File: src/hdl/hdf_pkg.sv
// Package for the heartbeat duplicate filter: field widths, status codes,
// register indexes and default parameter values.
// No dependencies.
`timescale 1ns / 1ps

package hdf_pkg;

   // Default table shape
   localparam int TABLE_ENTRIES_DEF = 16;
   localparam int KEY_BITS_DEF      = 64;

   // Fixed field widths
   localparam int KEY_PORT_W = 64;
   localparam int MED_W      = 3;
   localparam int TIME_W     = 48;
   localparam int CFG_W      = 32;
   localparam int STATUS_W   = 2;
   localparam int COUNT_W    = 5;
   localparam int CSR_IDX_W  = 2;

   // Status codes
   localparam logic [STATUS_W-1:0] STATUS_REFRESHED = 2'd0;
   localparam logic [STATUS_W-1:0] STATUS_INSERTED  = 2'd1;
   localparam logic [STATUS_W-1:0] STATUS_REPEATED  = 2'd2;
   localparam logic [STATUS_W-1:0] STATUS_FULL      = 2'd3;

   // Eviction count saturates here
   localparam logic [COUNT_W-1:0] COUNT_MAX = 5'd31;

   // Register indexes
   localparam logic [CSR_IDX_W-1:0] CSR_REPEAT_WINDOW  = 2'd0;
   localparam logic [CSR_IDX_W-1:0] CSR_ENTRY_LIFETIME = 2'd1;

   // Register reset values
   localparam logic [CFG_W-1:0] REPEAT_WINDOW_RST  = 32'd10000;
   localparam logic [CFG_W-1:0] ENTRY_LIFETIME_RST = 32'd3600000;

endpackage

File: src/hdl/hdf_ram.sv
// Generic single-port-write, single-port-read RAM with registered read data.
// No dependencies.
`timescale 1ns / 1ps

module hdf_ram #(
   parameter int WIDTH = 8,
   parameter int DEPTH = 16
) (
   input  logic                     clock,
   input  logic                     wr_en,
   input  logic [$clog2(DEPTH)-1:0] wr_addr,
   input  logic [WIDTH-1:0]         wr_data,
   input  logic [$clog2(DEPTH)-1:0] rd_addr,
   output logic [WIDTH-1:0]         rd_data
);

   logic [WIDTH-1:0] mem [DEPTH];
   logic [WIDTH-1:0] rd_data_ff;

   // Write port and registered read port
   always_ff @(posedge clock) begin
      if (wr_en) begin
         mem[wr_addr] <= wr_data;
      end
      rd_data_ff <= mem[rd_addr];
   end

   assign rd_data = rd_data_ff;

endmodule

File: src/hdl/heartbeat_duplicate_filter_unit.sv
// Heartbeat duplicate filter: aging duplicate-suppression table over one RAM.
// Depends on hdf_pkg and hdf_ram.
//
//   channel | direction | handshake          | payload
//   req_    | in        | req_valid/req_stall | device_key, disc_type, now_ms
//   rsp_    | out       | rsp_valid/rsp_stall | status, evicted_count
//   csr_    | in        | csr_valid/csr_ready | csr_index, csr_wdata
//
// Each request is scanned with one RAM read per table entry through the
// single read port; no new request is taken while a scan is under way.
// Synchronous active-high reset clears all valid bits and loads the
// register defaults; the RAM is not cleared, valid bits mask its contents.
// A stalled response waits in the output register; the next request is
// taken once the result has moved there.
`timescale 1ns / 1ps

module heartbeat_duplicate_filter_unit #(
   parameter int TABLE_ENTRIES = hdf_pkg::TABLE_ENTRIES_DEF,
   parameter int KEY_BITS      = hdf_pkg::KEY_BITS_DEF
) (
   input  logic                           clock,
   input  logic                           reset,
   // request channel
   input  logic                           req_valid,
   output logic                           req_stall,
   input  logic [hdf_pkg::KEY_PORT_W-1:0] req_device_key,
   input  logic [hdf_pkg::MED_W-1:0]      req_disc_type,
   input  logic [hdf_pkg::TIME_W-1:0]     req_now_ms,
   // response channel
   output logic                           rsp_valid,
   input  logic                           rsp_stall,
   output logic [hdf_pkg::STATUS_W-1:0]   rsp_status,
   output logic [hdf_pkg::COUNT_W-1:0]    rsp_evicted_count,
   // configuration write channel
   input  logic                           csr_valid,
   output logic                           csr_ready,
   input  logic [hdf_pkg::CSR_IDX_W-1:0]  csr_index,
   input  logic [hdf_pkg::CFG_W-1:0]      csr_wdata
);

   localparam int IDX_W   = $clog2(TABLE_ENTRIES);
   localparam int ENTRY_W = KEY_BITS + hdf_pkg::MED_W + hdf_pkg::TIME_W;
   localparam logic [IDX_W-1:0] LAST_IDX = IDX_W'(TABLE_ENTRIES - 1);
   localparam int TIME_PAD = hdf_pkg::TIME_W - hdf_pkg::CFG_W;

   // Sequencer states
   localparam logic [2:0] ST_IDLE   = 3'd0;
   localparam logic [2:0] ST_SCAN   = 3'd1;
   localparam logic [2:0] ST_TAIL   = 3'd2;
   localparam logic [2:0] ST_UPDATE = 3'd3;
   localparam logic [2:0] ST_DONE   = 3'd4;

   logic [2:0]                     state_ff, state_in;
   logic [hdf_pkg::CFG_W-1:0]      window_ff, window_in;
   logic [hdf_pkg::CFG_W-1:0]      lifetime_ff, lifetime_in;
   logic [TABLE_ENTRIES-1:0]       slot_valid_ff, slot_valid_in;

   // Latched request
   logic [KEY_BITS-1:0]            key_ff, key_in;
   logic [hdf_pkg::MED_W-1:0]      med_ff, med_in;
   logic [hdf_pkg::TIME_W-1:0]     now_ff, now_in;

   // Scan pipeline
   logic [IDX_W-1:0]               scan_ff, scan_in;
   logic                           chk_valid_ff, chk_valid_in;
   logic [IDX_W-1:0]               chk_idx_ff, chk_idx_in;

   // Scan results
   logic                           rep_ff, rep_in;
   logic                           hit_ff, hit_in;
   logic [IDX_W-1:0]               hit_idx_ff, hit_idx_in;
   logic                           free_ff, free_in;
   logic [IDX_W-1:0]               free_idx_ff, free_idx_in;
   logic [TABLE_ENTRIES-1:0]       stale_ff, stale_in;
   logic [hdf_pkg::COUNT_W-1:0]    cnt_ff, cnt_in;

   // Pending result and output register
   logic [hdf_pkg::STATUS_W-1:0]   res_status_ff, res_status_in;
   logic [hdf_pkg::COUNT_W-1:0]    res_count_ff, res_count_in;
   logic                           rsp_valid_ff, rsp_valid_in;
   logic [hdf_pkg::STATUS_W-1:0]   rsp_status_ff, rsp_status_in;
   logic [hdf_pkg::COUNT_W-1:0]    rsp_count_ff, rsp_count_in;

   // RAM ports
   logic                           ram_wr_en;
   logic [IDX_W-1:0]               ram_wr_addr;
   logic [ENTRY_W-1:0]             ram_wr_data;
   logic [ENTRY_W-1:0]             ram_rd_data;

   // Entry decode
   logic [KEY_BITS-1:0]            ent_key;
   logic [hdf_pkg::MED_W-1:0]      ent_med;
   logic [hdf_pkg::TIME_W-1:0]     ent_seen;
   logic [hdf_pkg::TIME_W-1:0]     ent_age;
   logic                           ent_valid;
   logic                           ent_match;
   logic                           ent_stale;

   hdf_ram #(
      .WIDTH (ENTRY_W),
      .DEPTH (TABLE_ENTRIES)
   ) u_entry_ram (
      .clock   (clock),
      .wr_en   (ram_wr_en),
      .wr_addr (ram_wr_addr),
      .wr_data (ram_wr_data),
      .rd_addr (scan_ff),
      .rd_data (ram_rd_data)
   );

   // Check of the entry read in the previous cycle
   assign ent_key   = ram_rd_data[ENTRY_W-1 -: KEY_BITS];
   assign ent_med   = ram_rd_data[hdf_pkg::TIME_W +: hdf_pkg::MED_W];
   assign ent_seen  = ram_rd_data[hdf_pkg::TIME_W-1:0];
   assign ent_age   = now_ff - ent_seen;
   assign ent_valid = slot_valid_ff[chk_idx_ff];
   assign ent_match = ent_valid && (ent_key == key_ff) && (ent_med == med_ff);
   assign ent_stale = ent_valid && !ent_match &&
                      (ent_age > {{TIME_PAD{1'b0}}, lifetime_ff});

   assign req_stall = (state_ff != ST_IDLE);
   assign csr_ready = 1'b1;
   assign rsp_valid         = rsp_valid_ff;
   assign rsp_status        = rsp_status_ff;
   assign rsp_evicted_count = rsp_count_ff;

   // Configuration writes
   always_comb begin
      window_in   = window_ff;
      lifetime_in = lifetime_ff;
      if (csr_valid && csr_ready) begin
         unique case (csr_index)
            hdf_pkg::CSR_REPEAT_WINDOW:  window_in   = csr_wdata;
            hdf_pkg::CSR_ENTRY_LIFETIME: lifetime_in = csr_wdata;
            default: ;
         endcase
      end
   end

   // Sequencer: scan, update, hand off result
   always_comb begin
      state_in      = state_ff;
      slot_valid_in = slot_valid_ff;
      key_in        = key_ff;
      med_in        = med_ff;
      now_in        = now_ff;
      scan_in       = scan_ff;
      chk_valid_in  = 1'b0;
      chk_idx_in    = scan_ff;
      rep_in        = rep_ff;
      hit_in        = hit_ff;
      hit_idx_in    = hit_idx_ff;
      free_in       = free_ff;
      free_idx_in   = free_idx_ff;
      stale_in      = stale_ff;
      cnt_in        = cnt_ff;
      res_status_in = res_status_ff;
      res_count_in  = res_count_ff;
      rsp_valid_in  = rsp_valid_ff && rsp_stall;
      rsp_status_in = rsp_status_ff;
      rsp_count_in  = rsp_count_ff;
      ram_wr_en     = 1'b0;
      ram_wr_addr   = hit_idx_ff;
      ram_wr_data   = {key_ff, med_ff, now_ff};

      // evaluate one entry per cycle
      if (chk_valid_ff) begin
         if (ent_match) begin
            hit_in     = 1'b1;
            hit_idx_in = chk_idx_ff;
            if (ent_age < {{TIME_PAD{1'b0}}, window_ff}) begin
               rep_in = 1'b1;
            end
         end
         if (ent_stale) begin
            stale_in[chk_idx_ff] = 1'b1;
            if (cnt_ff != hdf_pkg::COUNT_MAX) begin
               cnt_in = cnt_ff + 1'b1;
            end
         end
         if (!free_ff && (!ent_valid || ent_stale)) begin
            free_in     = 1'b1;
            free_idx_in = chk_idx_ff;
         end
      end

      unique case (state_ff)
         ST_IDLE: begin
            if (req_valid) begin
               key_in   = req_device_key[KEY_BITS-1:0];
               med_in   = req_disc_type;
               now_in   = req_now_ms;
               scan_in  = '0;
               rep_in   = 1'b0;
               hit_in   = 1'b0;
               free_in  = 1'b0;
               stale_in = '0;
               cnt_in   = '0;
               state_in = ST_SCAN;
            end
         end
         ST_SCAN: begin
            chk_valid_in = 1'b1;
            chk_idx_in   = scan_ff;
            if (scan_ff == LAST_IDX) begin
               state_in = ST_TAIL;
            end else begin
               scan_in = scan_ff + 1'b1;
            end
         end
         ST_TAIL: begin
            state_in = ST_UPDATE;
         end
         ST_UPDATE: begin
            if (rep_ff) begin
               res_status_in = hdf_pkg::STATUS_REPEATED;
               res_count_in  = '0;
            end else begin
               res_count_in  = cnt_ff;
               slot_valid_in = slot_valid_ff & ~stale_ff;
               if (hit_ff) begin
                  ram_wr_en     = 1'b1;
                  ram_wr_addr   = hit_idx_ff;
                  res_status_in = hdf_pkg::STATUS_REFRESHED;
               end else if (free_ff) begin
                  ram_wr_en                  = 1'b1;
                  ram_wr_addr                = free_idx_ff;
                  slot_valid_in[free_idx_ff] = 1'b1;
                  res_status_in              = hdf_pkg::STATUS_INSERTED;
               end else begin
                  res_status_in = hdf_pkg::STATUS_FULL;
               end
            end
            state_in = ST_DONE;
         end
         ST_DONE: begin
            if (!rsp_valid_ff || !rsp_stall) begin
               rsp_valid_in  = 1'b1;
               rsp_status_in = res_status_ff;
               rsp_count_in  = res_count_ff;
               state_in      = ST_IDLE;
            end
         end
         default: begin
            state_in = ST_IDLE;
         end
      endcase
   end

   // Control registers
   always_ff @(posedge clock) begin
      if (reset) begin
         state_ff      <= ST_IDLE;
         window_ff     <= hdf_pkg::REPEAT_WINDOW_RST;
         lifetime_ff   <= hdf_pkg::ENTRY_LIFETIME_RST;
         slot_valid_ff <= '0;
         chk_valid_ff  <= 1'b0;
         rsp_valid_ff  <= 1'b0;
      end else begin
         state_ff      <= state_in;
         window_ff     <= window_in;
         lifetime_ff   <= lifetime_in;
         slot_valid_ff <= slot_valid_in;
         chk_valid_ff  <= chk_valid_in;
         rsp_valid_ff  <= rsp_valid_in;
      end
   end

   // Payload and scan bookkeeping registers
   always_ff @(posedge clock) begin
      key_ff        <= key_in;
      med_ff        <= med_in;
      now_ff        <= now_in;
      scan_ff       <= scan_in;
      chk_idx_ff    <= chk_idx_in;
      rep_ff        <= rep_in;
      hit_ff        <= hit_in;
      hit_idx_ff    <= hit_idx_in;
      free_ff       <= free_in;
      free_idx_ff   <= free_idx_in;
      stale_ff      <= stale_in;
      cnt_ff        <= cnt_in;
      res_status_ff <= res_status_in;
      res_count_ff  <= res_count_in;
      rsp_status_ff <= rsp_status_in;
      rsp_count_ff  <= rsp_count_in;
   end

endmodule
File: config.mk
export PLATFORM = sky130hd
export DESIGN_NAME = heartbeat_duplicate_filter_unit
export DESIGN_NICKNAME = d
export VERILOG_FILES = /design/src/hdl/hdf_pkg.sv /design/src/hdl/hdf_ram.sv /design/src/hdl/heartbeat_duplicate_filter_unit.sv
export SDC_FILE = /design/constraint.sdc
export NUM_CORES = 2
export LEC_CHECK = 0
export BUFFER_PORTS_ARGS = -buffer_cell sky130_fd_sc_hd__buf_4
export CAP_MARGIN = 20
export CORE_AREA = 2 2 399 401
export CTS_BUF_LIST = sky130_fd_sc_hd__clkbuf_4 sky130_fd_sc_hd__clkbuf_8
export DETAILED_ROUTE_END_ITERATION = 7
export DIE_AREA = 0 0 401 403
export PLACE_DENSITY = 0.75
export RECOVER_POWER = 100
export SLEW_MARGIN = 20
export SYNTH_ARGS = -nofsm -noshare
export SYNTH_HDL_FRONTEND = slang
export SYNTH_SLANG_ARGS = --single-unit
File: constraint.sdc
create_clock -name clock -period 6.63 [get_ports clock]
set_input_delay 1.326 -clock clock [delete_from_list [all_inputs] [get_ports clock]]
set_output_delay 1.326 -clock clock [all_outputs]
set_load 0.05 [all_outputs]
==> run_results.csv <==
group,metric,value,unit
die,die_area,162000,um^2
global_routing,grt_max_degree,125,
detailed_routing,drc,0,
logic_synthesis,synth_compound_area_share,2.94,%
power_and_ir_drop,ir_worst_vdd,0.228,mV
detailed_routing,firstDrtPassIters,6,
clock_tree,root_buffer,"clkbuf_8",
die,start_util,54.5,%
run,cap_viol_max_count,45,
sta,fin_crit,6.13,ns
run_status,violations,"max-capacitance violations, max-slew violations",
detailed_routing,via_count,43000,
worst_setup_path,crit_required,7.27,ns
logic_synthesis,synth-edff-count,1981,
worst_setup_path,cpMaxStageDelayCell,"edfxtp_1",
logic_synthesis,synthMuxAreaShare,15.3,%
die,core_area,157000,um^2
worst_setup_path,crit_path_max_incr_delay,0.65,ns
worst_setup_path,critical_path_class,"flop to flop",
die,ios,164,
detailed_routing,routed_wl,195,mm
final_layout,final_common_cell,"edfxtp_1",
sta,period_share,92.4,%
worst_setup_path,start_kind,"flop",
logic_synthesis,synth.distinct_cells,94,
power_and_ir_drop,netSwitchingFraction,27.0,%
worst_setup_path,crit_chain,"ha_1 -> nor2b_1 -> o2111ai_1 -> a21oi_2 -> nor2_1 -> or3_1 -> o21a_1 -> o21ai_0 -> xor2_1 -> ha_1 -> a41o_1 -> a21o_1 -> a211oi_1 -> o21ai_0 -> a221o_1 -> a21o_2 -> a22oi_1 -> or4b_4 -> o211a_4 -> a41oi_1 -> a211oi_1",
clock_tree,holdBufCountCts,0,
power_and_ir_drop,seq_power_share,47.2,%
global_routing,grt_pass1_vias,43200,
clock_tree,cts_resized,0,
power_and_ir_drop,intPower,25.2,mW
final_layout,drive_above_1_share,27.1,%
logic_synthesis,synth_top_family_by_area,"multiplexers",
power_and_ir_drop,combPwrFrac,20.0,%
die,die_h,403,um
sta,drv_slew,2286,
logic_synthesis,syn-num-nets,4489,
placement,dpl_cell_area,89700,um^2
worst_setup_path,worstPathMaxFanout,22,
power_and_ir_drop,pwr-share-clk,32.9,%
sta,maxSlewHeadroom,-219,%
worst_setup_path,critPathCaptureType,"flop",
placement,dp.final_hpwl,102,mm
detailed_routing,drt-initial-drc-count,5221,
logic_synthesis,seq_area_frac_synth,74.6,%
logic_synthesis,synthesis.area,85800,um^2
global_routing,antenna_found_initial,7,
sta,fin_skew,0.0652,ns
logic_synthesis,ys.flop_type,"edfxtp_1",
sta,tightest_slew,4.78,ns
clock_tree,clk_path_buf_depth,4,
logic_synthesis,synth-simple-area-share,2.82,%
clock_tree,cts_tree,"built",
logic_synthesis,yosys_warnings,0,
die,rows,146,
clock_tree,clk_pin_slew,0.06,ns
min_path,hp-class,"flop to flop",
final_layout,nets,4879,
logic_synthesis,yosys_register_bits,2209,
power_and_ir_drop,fin_total_pwr,34.6,mW
run_status,status,"finished with violations",
logic_synthesis,synth_xor_area_share,1.06,%
placement,port-buffer-count,162,
logic_synthesis,syn_inst,4222,
clock_tree,postCtsSetupBuffers,0,
logic_synthesis,async_flop_share,0,%
die,die_w,401,um
detailed_routing,ant_nets,0,
power_and_ir_drop,p_sw,9.33,mW
logic_synthesis,synth.avg_cell_area,20.3,um^2
worst_setup_path,crit_arrival,6.77,ns
final_layout,mostFrequentLayoutCells,"1981 x edfxtp_1, 579 x mux4_2, 382 x clkbuf_8",
detailed_routing,wl_per_cell,27.9,um
global_routing,grt_use_total,24.2,%
global_routing,overflow,0,
clock_tree,htree_levels,5,
sta,max_freq,163,MHz
sta,hold_violations,0,
clock_tree,clkLatencyLatePin,1.04,ns
final_layout,area_growth,11.6,%
power_and_ir_drop,power.leakage,31.0,nW
sta,fin_setup_tns,0,ns
power_and_ir_drop,powerDensity,361,nW/um^2
clock_tree,clock-sinks,2209,
global_routing,grt_pass1_wl,286,mm
logic_synthesis,synth_adder_area_share,1.66,%
clock_tree,cts_buffers,352,
sta,rsz0062_at_grt,"false",
final_layout,stdcell_area,95800,um^2
detailed_routing,drt-vias-per-instance,6.17,
placement,gp_congestion,0.897,
sta,final-setup-viol-count,0,
-- stage by stage --
step / hold WS (ns) / worst slack (ns) / std cells / util [%]
after global routing: 0.412 / 0.205 / 6964 / 60.9
after floorplan: 0.346 / -0.416 / 4222 / -
after detailed placement: 0.405 / 0.759 / 6330 / 57.0
final: 0.413 / 0.503 / 6967 / 60.9
after global placement: 0.408 / 0.898 / 6328 / 56.9
after CTS: 0.368 / 0.721 / 6961 / 61.4
-- cell type report --
cell class / instances / area (um^2)
Antenna cell: 6 / 15.0
Clock buffer: 500 / 6140
Clock inverter: 131 / 762
Fill cell: 10800 / 61600
Inverter: 128 / 480
Multi-Input combinational cell: 1692 / 20400
Sequential cell: 2209 / 64100
Tap cell: 2072 / 2590
Timing Repair Buffer: 229 / 1390
-- flip-flops by register name, indices dropped and copies added, names as in the netlist, 16 cells and up --
signal               count
window_ff               32
stale_ff                16
lifetime_ff             32
u_entry_ram.rd_data    115
now_ff                  48
slot_valid_ff           16
u_entry_ram.mem       1840
key_ff                  64
-- power by group through the flow --
stage	Clock (mW)	Sequential [mW]	Combinational, mW
2_1_floorplan	0	16.4	5.07
3_3_place_gp	0	16.5	6.70
3_5_place_dp	0	16.6	6.75
4_1_cts	11.6	16.3	6.78
5_1_grt	12.2	16.4	7.49
6_report	11.4	16.3	6.90
-- Yosys cell counts, drive strengths merged (20+ instances only) --
library cell,number,area (um^2)
a211o,20,175
a21o,29,224
a21oi,131,659
a31oi,25,156
buf,47,272
clkbuf,145,634
dfxtp,228,4560
edfxtp,1981,59500
ha,112,1400
inv,128,480
mux4,580,13100
nand2,192,721
nand3,22,110
nand4,46,303
nor2,131,492
nor2b,20,125
o21a,22,165
o21ai,54,274
xnor2,53,464
xor2,51,447
-- layer usage --
metal	vias up	part of all wire [%]	track usage (%)
li1	18100	-	-
met2	1975	48	37.8
met5	-	0.025	0
met4	6	2.5	7.57
met3	351	7.8	3.93
met1	22600	41	35.5
-- cells by family after synthesis --
group,count (synthesis)
AOI/OAI and AO/OA,382
xor gates and xnor gates,104
adders and majority gates,113
buffers and inverters,321
DFF,2209
muxes,584
other,1
and+or+nand+nor,508
-- final timing paths --
check                                      from                    to  slack, ns  cells past startpoint
worst max-delay path                  now_ff[1]             cnt_ff[3]       0.50                     21
worst min-delay path            res_count_ff[0]  rsp_evicted_count[0]       0.41                      0
worst min register to register  res_count_ff[0]  rsp_evicted_count[0]       0.41                      0
worst max register to register        now_ff[1]             cnt_ff[3]       0.50                     21
-- critical path, delay by kind of cell (launching register included) --
| family | cells | cell delay (ns) |
|---|---|---|
| AND/OR/NAND/NOR | 4 | 1.22 |
| adder cells (fa/ha/maj) | 2 | 0.67 |
| XOR/XNOR | 1 | 0.23 |
| flip-flops | 1 | 0.65 |
| AO/OA/AOI/OAI | 14 | 3.02 |
Power figures use the tool's default switching activity.
